<file path="src/hdl/qpc_pkg.sv">
`default_nettype none

package qpc_pkg;

    localparam int NEW_POS_WIDTH = 16;
    localparam int LIMIT_WIDTH   = 8;
    localparam int CFG_IDX_WIDTH = 2;
    localparam int S_TDATA_WIDTH = 24;

    typedef enum logic [CFG_IDX_WIDTH-1:0] {
        REG_MIN_POSITION = 2'd0,
        REG_MAX_POSITION = 2'd1,
        REG_WRAP_ENABLE  = 2'd2
    } reg_index_t;

    typedef enum logic {
        OP_SAMPLE = 1'b0,
        OP_LOAD   = 1'b1
    } op_t;

    typedef logic signed [1:0] step_t;

    // indexed by {previous pins, current pins}, pins are {b, a}
    localparam step_t STEP_TABLE [16] = '{
         2'sd0, -2'sd1,  2'sd1,  2'sd0,
         2'sd1,  2'sd0,  2'sd0, -2'sd1,
        -2'sd1,  2'sd0,  2'sd0,  2'sd1,
         2'sd0,  2'sd1, -2'sd1,  2'sd0
    };

    localparam logic [1:0] PINS_IDLE = 2'b11;

    typedef struct packed {
        op_t                              op;
        logic [1:0]                       pins;
        logic signed [NEW_POS_WIDTH-1:0]  new_position;
    } item_t;

    typedef struct packed {
        logic [LIMIT_WIDTH-1:0] min_position;
        logic [LIMIT_WIDTH-1:0] max_position;
        logic                   wrap_enable;
    } limits_t;

endpackage

`default_nettype wire

</file>
<file path="src/hdl/qpc_in_stage.sv">
`default_nettype none

module qpc_in_stage (
    input  wire logic           aclk,
    input  wire logic           aresetn,
    input  wire logic           in_valid,
    output logic                in_ready,
    input  wire qpc_pkg::item_t in_item,
    input  wire logic           advance,
    output logic                item_valid,
    output qpc_pkg::item_t      item
);

    logic           valid_reg;
    logic           valid_next;
    qpc_pkg::item_t item_reg;

    assign in_ready   = !valid_reg || advance;
    assign valid_next = in_valid || (valid_reg && !advance);

    always_ff @(posedge aclk) begin
        if (!aresetn) begin
            valid_reg <= 1'b0;
        end else begin
            valid_reg <= valid_next;
        end
    end

    always_ff @(posedge aclk) begin
        if (in_valid && in_ready) begin
            item_reg <= in_item;
        end
    end

    assign item_valid = valid_reg;
    assign item       = item_reg;

endmodule

`default_nettype wire

</file>
<file path="src/hdl/qpc_tracker.sv">
`default_nettype none

module qpc_tracker #(
    parameter int POSITION_WIDTH = 16
) (
    input  wire logic             aclk,
    input  wire logic             aresetn,
    input  wire logic             advance,
    input  wire qpc_pkg::item_t   item,
    input  wire qpc_pkg::limits_t limits,
    output logic [POSITION_WIDTH-1:0] position,
    output logic                  changed
);

    localparam int FINE_WIDTH = POSITION_WIDTH + 2;

    logic [1:0]            last_pins_reg;
    logic [1:0]            last_pins_next;
    logic [FINE_WIDTH-1:0] fine_count_reg;
    logic [FINE_WIDTH-1:0] fine_count_next;

    logic [1:0]                       cur_pins;
    qpc_pkg::step_t                   step;
    logic [FINE_WIDTH-1:0]            fine_stepped;
    logic signed [POSITION_WIDTH:0]   detent_ext;
    logic signed [POSITION_WIDTH:0]   min_ext;
    logic signed [POSITION_WIDTH:0]   max_ext;
    logic [POSITION_WIDTH-1:0]        min_bits;
    logic [POSITION_WIDTH-1:0]        max_bits;
    logic [POSITION_WIDTH-1:0]        load_bits;

    always_comb begin
        cur_pins     = item.pins;
        step         = qpc_pkg::STEP_TABLE[{last_pins_reg, cur_pins}];
        fine_stepped = fine_count_reg + FINE_WIDTH'(step);
        detent_ext   = (POSITION_WIDTH+1)'($signed(fine_stepped[FINE_WIDTH-1:2]));
        min_bits     = POSITION_WIDTH'(limits.min_position);
        max_bits     = POSITION_WIDTH'(limits.max_position);
        min_ext      = $signed({1'b0, min_bits});
        max_ext      = $signed({1'b0, max_bits});
        load_bits    = POSITION_WIDTH'(item.new_position);

        last_pins_next  = last_pins_reg;
        fine_count_next = fine_count_reg;
        changed         = 1'b0;

        if (item.op == qpc_pkg::OP_LOAD) begin
            fine_count_next = {load_bits, fine_count_reg[1:0]};
        end else if (cur_pins != last_pins_reg) begin
            changed        = 1'b1;
            last_pins_next = cur_pins;
            if (detent_ext < min_ext) begin
                fine_count_next = {limits.wrap_enable ? max_bits : min_bits,
                                   fine_stepped[1:0]};
            end else if (detent_ext > max_ext) begin
                fine_count_next = {limits.wrap_enable ? min_bits : max_bits,
                                   fine_stepped[1:0]};
            end else begin
                fine_count_next = fine_stepped;
            end
        end

        position = fine_count_next[FINE_WIDTH-1:2];
    end

    always_ff @(posedge aclk) begin
        if (!aresetn) begin
            last_pins_reg  <= qpc_pkg::PINS_IDLE;
            fine_count_reg <= '0;
        end else if (advance) begin
            last_pins_reg  <= last_pins_next;
            fine_count_reg <= fine_count_next;
        end
    end

endmodule

`default_nettype wire

</file>
<file path="src/hdl/quadrature_position_counter_core.sv">
`default_nettype none

// channel   direction  tdata (low bit up)                 tuser
// s_        in         pin_a, pin_b, new_position, pad    operation
// m_        out        position, pad                      changed
// cfg_      in         index 0 min, 1 max, 2 wrap         -
//
// one item per cycle while the result side is not stalled by m_tready
// an input register and a result register, the tracker update sits between them
// a stalled result holds the tracker, the input register still takes one item
// aresetn clears valid flags, pins to idle high, count to zero, limits to 0/255/clamp
// config writes always ready, registered into the limits that the tracker then uses

module quadrature_position_counter_core #(
    parameter int  POSITION_WIDTH = 16,
    localparam int M_TDATA_WIDTH  = ((POSITION_WIDTH + 7) / 8) * 8
) (
    input  wire logic                               aclk,
    input  wire logic                               aresetn,
    input  wire logic                               s_tvalid,
    output logic                                    s_tready,
    input  wire logic [qpc_pkg::S_TDATA_WIDTH-1:0]  s_tdata,   // pin_a, pin_b, new_position
    input  wire logic                               s_tuser,   // operation
    output logic                                    m_tvalid,
    input  wire logic                               m_tready,
    output logic [M_TDATA_WIDTH-1:0]                m_tdata,   // position
    output logic                                    m_tuser,   // changed
    input  wire logic                               cfg_valid,
    output logic                                    cfg_ready,
    input  wire logic [qpc_pkg::CFG_IDX_WIDTH-1:0]  cfg_index,
    input  wire logic [qpc_pkg::LIMIT_WIDTH-1:0]    cfg_data
);

    qpc_pkg::item_t   in_item;
    qpc_pkg::item_t   item;
    logic             item_valid;
    logic             advance;
    qpc_pkg::limits_t limits_reg;
    qpc_pkg::limits_t limits_next;

    logic [POSITION_WIDTH-1:0] position;
    logic                      changed;
    logic                      m_valid_reg;
    logic                      m_valid_next;
    logic [POSITION_WIDTH-1:0] m_position_reg;
    logic                      m_changed_reg;

    assign in_item.op           = qpc_pkg::op_t'(s_tuser);
    assign in_item.pins         = {s_tdata[1], s_tdata[0]};
    assign in_item.new_position = $signed(s_tdata[qpc_pkg::NEW_POS_WIDTH+1:2]);

    assign advance = item_valid && (!m_valid_reg || m_tready);

    qpc_in_stage u_in_stage (
        .aclk       (aclk),
        .aresetn    (aresetn),
        .in_valid   (s_tvalid),
        .in_ready   (s_tready),
        .in_item    (in_item),
        .advance    (advance),
        .item_valid (item_valid),
        .item       (item)
    );

    qpc_tracker #(
        .POSITION_WIDTH (POSITION_WIDTH)
    ) u_tracker (
        .aclk     (aclk),
        .aresetn  (aresetn),
        .advance  (advance),
        .item     (item),
        .limits   (limits_reg),
        .position (position),
        .changed  (changed)
    );

    // config registers
    assign cfg_ready = 1'b1;

    always_comb begin
        limits_next = limits_reg;
        if (cfg_valid) begin
            unique case (qpc_pkg::reg_index_t'(cfg_index))
                qpc_pkg::REG_MIN_POSITION: limits_next.min_position = cfg_data;
                qpc_pkg::REG_MAX_POSITION: limits_next.max_position = cfg_data;
                qpc_pkg::REG_WRAP_ENABLE:  limits_next.wrap_enable  = cfg_data[0];
                default:                   limits_next = limits_reg;
            endcase
        end
    end

    always_ff @(posedge aclk) begin
        if (!aresetn) begin
            limits_reg.min_position <= '0;
            limits_reg.max_position <= '1;
            limits_reg.wrap_enable  <= 1'b0;
        end else begin
            limits_reg <= limits_next;
        end
    end

    // result register
    assign m_valid_next = advance || (m_valid_reg && !m_tready);

    always_ff @(posedge aclk) begin
        if (!aresetn) begin
            m_valid_reg <= 1'b0;
        end else begin
            m_valid_reg <= m_valid_next;
        end
    end

    always_ff @(posedge aclk) begin
        if (advance) begin
            m_position_reg <= position;
            m_changed_reg  <= changed;
        end
    end

    assign m_tvalid = m_valid_reg;
    assign m_tdata  = M_TDATA_WIDTH'(m_position_reg);
    assign m_tuser  = m_changed_reg;

endmodule

`default_nettype wire

</file>
<file path="config.mk">
export PLATFORM = sky130hd
export DESIGN_NAME = quadrature_position_counter_core
export DESIGN_NICKNAME = d
export VERILOG_FILES = /design/src/hdl/qpc_pkg.sv /design/src/hdl/qpc_in_stage.sv /design/src/hdl/qpc_tracker.sv /design/src/hdl/quadrature_position_counter_core.sv
export SDC_FILE = /design/constraint.sdc
export NUM_CORES = 1
export LEC_CHECK = 0
export BUFFER_PORTS_ARGS = -buffer_cell sky130_fd_sc_hd__buf_2
export CAP_MARGIN = 20
export CELL_PAD_IN_SITES_DETAIL_PLACEMENT = 1
export CELL_PAD_IN_SITES_GLOBAL_PLACEMENT = 1
export CORE_MARGIN = 5
export CORE_UTILIZATION = 35
export DETAILED_ROUTE_END_ITERATION = 8
export PLACE_DENSITY_LB_ADDON = 0.1
export SYNTH_ARGS = -nofsm -noshare
export SYNTH_HDL_FRONTEND = slang
export SYNTH_SLANG_ARGS = --single-unit
</file>
<file path="constraint.sdc">
create_clock -name aclk -period 5 [get_ports aclk]
set_input_delay 1 -clock aclk [delete_from_list [all_inputs] [get_ports aclk]]
set_output_delay 1 -clock aclk [all_outputs]
set_load 0.005 [all_outputs]
</file>
Word level (Yosys, flattened, before mapping)
Memories as Yosys holds them, arrays and structs flattened.
Index checks and enable logic that the tools add are counted.

storage, ports and cells
  word-level logic and storage cells = 49
  output and inout bits = 20
  memories = 1
  input port bits = 40
  memory bits (read-only) = 32
  bits in registers = 75

cells by class
  bitwise operators = 2
  $add $sub $neg = 1
  equality and inequality tests = 3
  reductions and logical operators = 17
  magnitude comparators = 3
  muxes and demuxes = 9

memories
  memory            depth  width  read ports  clocked after Yosys merged registers in  wr ports  RTL line           source
  (name not given)  16     2      1           0                                        0         qpc_tracker.sv:34  step = qpc_pkg::STEP_TABLE[{last_pins_reg, cur_pins}];

operators with widths
  kind                                                       number
  two-way mux 18 bit                                         4
  adder 18 bit                                               1
  greater-than comparator 16 x 9 -> 1 bit                    1
  < comparator 16 x 9 -> 1 bit                               1
  two-way mux 8 bit                                          2
  AND reduction 2 bit                                        3
  greater-or-equal comparator 5 bit (second input constant)  1
  NOT 4 -> 5 bit                                             1
  logical AND 1 bit                                          4
  zero test 1 bit                                            4
  logical OR 1 bit                                           4
  two-way mux 2 bit                                          2
  AND reduction 3 bit                                        1
  equality test 2 x 1 -> 1 bit (second input constant)       1
  equality test 2 bit (second input constant)                1
  zero test 2 bit                                            1
  inequality test 2 bit                                      1
  two-way mux 1 bit                                          1
  NOT 1 bit                                                  1

Logic depth before layout (Yosys ltp)
  depth in word-level cells = 10
  depth in mapped cells = 22

Modules after synthesis
From an unflattened synthesis, not the netlist that was laid out.

unflattened totals
  cells, all modules = 465
  area total of the unflattened synthesis = 4670.7 µm²

modules (own cells, without submodules)
  module                            cells an instance  sequential area each (µm²)  area each (µm²)  times used
  qpc_tracker                       340                400.4                       2735.1           1
  quadrature_position_counter_core  101                870.8                       1307.5           1
  qpc_in_stage                      24                 590.6                       628.1            1

Worst setup path after synthesis
OpenSTA, ideal clock, no wires.

  kind = reg-to-reg
  start point = register u_in_stage.item_reg, in the netlist u_in_stage.item[16]
  end point = register m_position_reg[4], in the netlist m_tdata[4], data pin
  path slack = 0.364 ns
  data required time = 4.730 ns
  setup time = 0.270 ns
  clock period less this slack = 4.636 ns
  arrival time = 4.366 ns
  cell stages (with the launch flop) = 19
  path through = edfxtp_1 -> inv_1 -> ha_1 -> mux4_2 -> fa_1 -> a21o_1 -> a311oi_1 -> nor2_1 -> a21oi_1 -> o21bai_1 -> xor2_1 -> ha_1 -> nand4_1 -> or2_2 -> o21ai_0 -> nand4_2 -> mux2_2 -> o21ai_0 -> o21ai_0

between the ends
  longest elaborated chain between the ends = 10
  elaborated cells between the ends (all ways) = 12

RTL lines
  item                                                  RTL line                                 source
  start, declared                                       qpc_in_stage.sv:16                       qpc_pkg::item_t item_reg;
  start signal, assigned                                qpc_in_stage.sv:31                       item_reg <= in_item;
  NOT 4 -> 5 bit (implied by the code)                  qpc_tracker.sv:34
  memory read (16 x 2 bit)                              --
  two-way mux 2 bit (implied by the code) (2 in a row)  qpc_tracker.sv:34
  adder 18 bit                                          qpc_tracker.sv:35                        fine_stepped = fine_count_reg + FINE_WIDTH'(step);
  greater-than comparator 16 x 9 -> 1 bit               qpc_tracker.sv:55                        end else if (detent_ext > max_ext) begin
  two-way mux 18 bit                                    qpc_tracker.sv:55
  two-way mux 18 bit                                    qpc_tracker.sv:52                        if (detent_ext < min_ext) begin
  two-way mux 18 bit (*)                                qpc_tracker.sv:49                        end else if (cur_pins != last_pins_reg) begin
  two-way mux 18 bit (*)                                qpc_tracker.sv:47                        if (item.op == qpc_pkg::OP_LOAD) begin
  net position[4]                                       quadrature_position_counter_core.sv:41   logic [POSITION_WIDTH-1:0] position;
  end signal, assigned                                  quadrature_position_counter_core.sv:115  m_position_reg <= position;
  end, declared                                         quadrature_position_counter_core.sv:45   logic [POSITION_WIDTH-1:0] m_position_reg;

The timed path passes the listed nets; every way through them passes the cells marked *. The select of a mux whose other input is x is not followed.
A chain may end at the register's enable or synchronous reset.

Final worst setup path
  start point = register u_in_stage.item_reg, in the netlist u_in_stage.item[16]
  end point = register m_position_reg[1], in the netlist m_tdata[1], data pin

The elaborated chain is that of the path after synthesis.

==> summary by stage <==
Synth
The sequential fraction of the synthesis area is 38.5%. The number of nets handed over by synthesis was 608. Sorting the synthesized cells by area gives the leading types as sky130_fd_sc_hd__edfxtp_1 22%, sky130_fd_sc_hd__dfxtp_1 16%, sky130_fd_sc_hd__ha_1 9.3%, sky130_fd_sc_hd__nand2_1 5.6%, sky130_fd_sc_hd__o21ai_0 4.3%. The number of distinct library cell variants in the gate-level netlist after synthesis is 64. The number of flops mapped to enable cells by yosys is 36. sky130_fd_sc_hd__edfxtp_1 takes more of the synthesized area than any other cell. The netlist area before placement is 0.00484 mm^2.

The yosys synthesis warning count is 0. The async set-or-reset flop fraction in the synthesized netlist is 0%. The number of synthesized register bits is 75. A synthesized cell averages 9.11 um^2. The instance count of the mapped netlist is 531.

The top flip-flop cell by instance count after synthesis is sky130_fd_sc_hd__dfxtp_1. After synthesis, the largest area contributor takes up 22.3% of total cell area.

Timing
The slew at the pin with the worst max-slew slack is 1.02 ns. The timing-limited maximum frequency is 210 MHz. The final max-slew violation count is 0.

Counting I/O delays and the setup requirement, the final critical path takes 4.75 ns. The max-slew headroom at the worst pin is 31.8%. On the final layout, the worst clock skew is 0.00891 ns. The number of hold-slack violations in the final timing report came to 0.

In the finished design, the share of the clock period the worst path needs comes to 95.1%. Setup total negative slack on the finished layout was measured at 0 ns. The worst setup margin is 0.247 ns. Setup repair after global routing left no endpoint under its margin. The final number of setup-violating endpoints is 0.

Worst setup path
The signal on the critical path passes through buf_4, ha_1, mux4_2, fa_2, a21o_1, a311oi_2, buf_4, nor2_1, a21oi_1, o21bai_1, xor2_2, ha_1, nand4_1, or2_2, o21ai_2, nand4_2, buf_6, mux2_2, o21ai_1, o21ai_0. For this run, the slowest stage of the critical path takes 0.54 ns. The class of the most critical setup path is flip-flop to flip-flop. The signal arrival time at the worst endpoint is 4.82 ns. The worst setup path is launched from a flip-flop. The slowest cell on the critical path is sky130_fd_sc_hd__mux4_2.

The capturing element type of the critical path is a flip-flop. The number of buffers and inverters on the critical path is 3. The kind of cell with the highest combined delay along the critical path is compound AO/OA/AOI/OAI gates. The required time at the endpoint of the critical path is 5.07 ns. The peak fanout along the critical path is 7.

Pwr
In this run the power spent charging and discharging nets is 547 uW. Summed over all cells, the static leakage comes to 0.00231 uW. The internal power of the cells is 1330 uW.

The part of the power in the clock network is 38.5%. In this run switching power makes up 29.1% of total power. IR analysis of the VDD net gives a maximum drop of 0.149 mV. The power density normalized to cell area is 330 mW/mm^2. The sequential share of power is 37.7%. The combinational share of power is 23.9%.

Detailed routing
In the final routed layout, each cell accounts on average for 16.6 um. The routed layout has 4030 vias. The routed wire length is 12900 um. For this run, design rule violations remaining after detail routing come to 0. The number of antenna-violating nets in the routed design is 0. For this block, the initial DRC count from the detailed router was 162.

Using the TritonRoute via totals, the vias-per-cell ratio works out to 5.19. Before antenna repair, the detailed router went through 4 iterations.

Floorplanning
The floorplan die width is 128 um. The starting utilization of the core area is 35.3%. During I/O placement, the number of pins put on the boundary was 60. The area enclosed by the die boundary is 0.0163 mm^2.

The area inside the core boundary is 0.0137 mm^2. After floorplanning, the core was divided into 43 placement rows. Measured along the y axis, the die boundary spans 128 um.

Worst hold path
The worst min-delay path category is flip-flop to flip-flop.

Clocking
The number of clock buffers added by TritonCTS is 9. The maximum clock path buffer count is 2. The clock transition at the registers of the reported paths is 0.06 ns. The number of clock sinks is 75. The later pin in the worst-skew pair is clocked with a latency of 0.34 ns. The TritonCTS clock tree is built.

The cell chosen for the clock root is sky130_fd_sc_hd__clkbuf_16. The maximum level of the CTS H-tree is 3. The hold buffer count at cts is 0.

Global routing
The all-layer global routing usage is 16.1%. The global-route wire length before repair is 20700 um. Entering global routing, the biggest net connects 41 pins. For this run the aggregate overflow at the end of global routing stands at 0. The number of antenna violations at the first check in global routing came to 0. The number of global-route vias before repair came to 4097.

Final layout
After the last flow step, the layout net total stands at 669. The area growth from synthesis to layout is 17.7%. The number of antenna diodes in the final layout is 0. In the layout the commonest cells are 72 x sky130_fd_sc_hd__nand2_1, 52 x sky130_fd_sc_hd__buf_2, 41 x sky130_fd_sc_hd__a21oi_1, 39 x sky130_fd_sc_hd__o21ai_0, 39 x sky130_fd_sc_hd__dfxtp_1. The most common library cell in the layout ignoring fill and taps is sky130_fd_sc_hd__nand2_1. The number of flip-flops under the largest register name is 19. Of the cells placed in the final design, the portion with a size suffix greater than 1 is 20.9%.

Run status
The flow ran to the end, and the final reports show no timing, DRC or antenna violations.

Flow run
The max-cap violation count is 0.

Place
The half-perimeter wire length after detailed placement is 9570 um. The placement-stage worst setup slack is 0.0436 ns. The port buffer count is 52.

Routability-driven placement finished with a final weighted congestion of 0.834.
layer usage:
layer | global-route usage [%] | up-vias | share of wire, %
met1 | 22.3 | 1935 | 49
li1 | - | 2041 | -
met5 | 0 | - | 0
met2 | 26.2 | 45 | 47
met4 | 4.18 | 0 | 0.93
met3 | 2.76 | 9 | 2.8
logic make-up after synthesis:
logic type / synth area share [%]
AND/OR/NAND/NOR: 16.8
AO/OA/AOI/OAI: 21.0
flip-flops: 38.5
buffers and inverters: 6.39
adder cells (fa/ha/maj): 9.72
multiplexers: 4.58
XOR/XNOR: 2.90
other: 0.0775
synthesized netlist by cell type (all sizes together) (4+ instances only):
cell type	count
a21boi	12
nor3	12
nand3	4
nor2b	13
edfxtp	36
a211oi	6
nand4	4
mux2	7
buf	11
ha	36
inv	22
and3	9
a41oi	6
nor2	29
o21ai	50
clkbuf	19
nand2	72
or2	4
dfxtp	39
mux2i	12
xnor2	9
a21o	9
nor3b	7
xor2	7
o211ai	12
o21a	5
a21oi	41
area by class of cell:
type	count	area (um^2)
Sequential cell	75	1860
Inverter	23	86.3
Multi-Input combinational cell	403	2700
Fill cell	1613	8030
Clock inverter	6	88.8
Tap cell	180	225
Timing Repair Buffer	80	494
Clock buffer	10	239
power groups by stage:
stage	sequential [uW]	clock (uW)	combinational, uW
floorplan	711	0	307
global placement	723	0	429
detailed placement	724	0	439
CTS	711	745	443
global route	712	775	500
finish	708	723	449
timing repair:
| item | CTS | global route |
|---|---|---|
| setup endpoints to repair | 0 | 16 |
| buffers inserted | 0 | 2 |
| resized for setup | 0 | 9 |
| endpoints found under the hold margin | 0 | 0 |
worst reg2reg max path, stage by stage, from the launching register on:
cell	delay (ns)
sky130_fd_sc_hd__edfxtp_1	0.41
sky130_fd_sc_hd__buf_4	0.17
sky130_fd_sc_hd__ha_1	0.18
sky130_fd_sc_hd__mux4_2	0.54
sky130_fd_sc_hd__fa_2	0.38
sky130_fd_sc_hd__a21o_1	0.20
sky130_fd_sc_hd__a311oi_2	0.25
sky130_fd_sc_hd__buf_4	0.15
sky130_fd_sc_hd__nor2_1	0.06
sky130_fd_sc_hd__a21oi_1	0.15
sky130_fd_sc_hd__o21bai_1	0.11
sky130_fd_sc_hd__xor2_2	0.18
sky130_fd_sc_hd__ha_1	0.32
sky130_fd_sc_hd__nand4_1	0.11
sky130_fd_sc_hd__or2_2	0.32
sky130_fd_sc_hd__o21ai_2	0.07
sky130_fd_sc_hd__nand4_2	0.14
sky130_fd_sc_hd__buf_6	0.19
sky130_fd_sc_hd__mux2_2	0.31
sky130_fd_sc_hd__o21ai_1	0.13
sky130_fd_sc_hd__o21ai_0	0.11
per-stage QoR:
step                total power [uW]  std cells  hold slack [ns]  instance area, um^2  utilization [%]
floorplan                       1020        531            0.461                 4840                -
global placement                1150        757            0.474                 5310             38.7
detailed placement              1160        757            0.494                 5310             38.7
CTS                             1900        773            0.505                 5630             41.1
global route                    1990        777            0.542                 5690             41.5
finish                          1880        777            0.496                 5690             41.5
final timing paths:
path	from	endpoint	slack [ns]	depth (start not counted)
worst min register to register	u_tracker.fine_count_reg[0]	u_tracker.fine_count_reg[0]	0.50	2
worst max-delay path	u_in_stage.item[16]	m_tdata[1]	0.25	20
worst min-delay path	u_tracker.fine_count_reg[0]	u_tracker.fine_count_reg[0]	0.50	2
worst max register to register	u_in_stage.item[16]	m_tdata[1]	0.25	20
(Power assumes the default switching activity.)
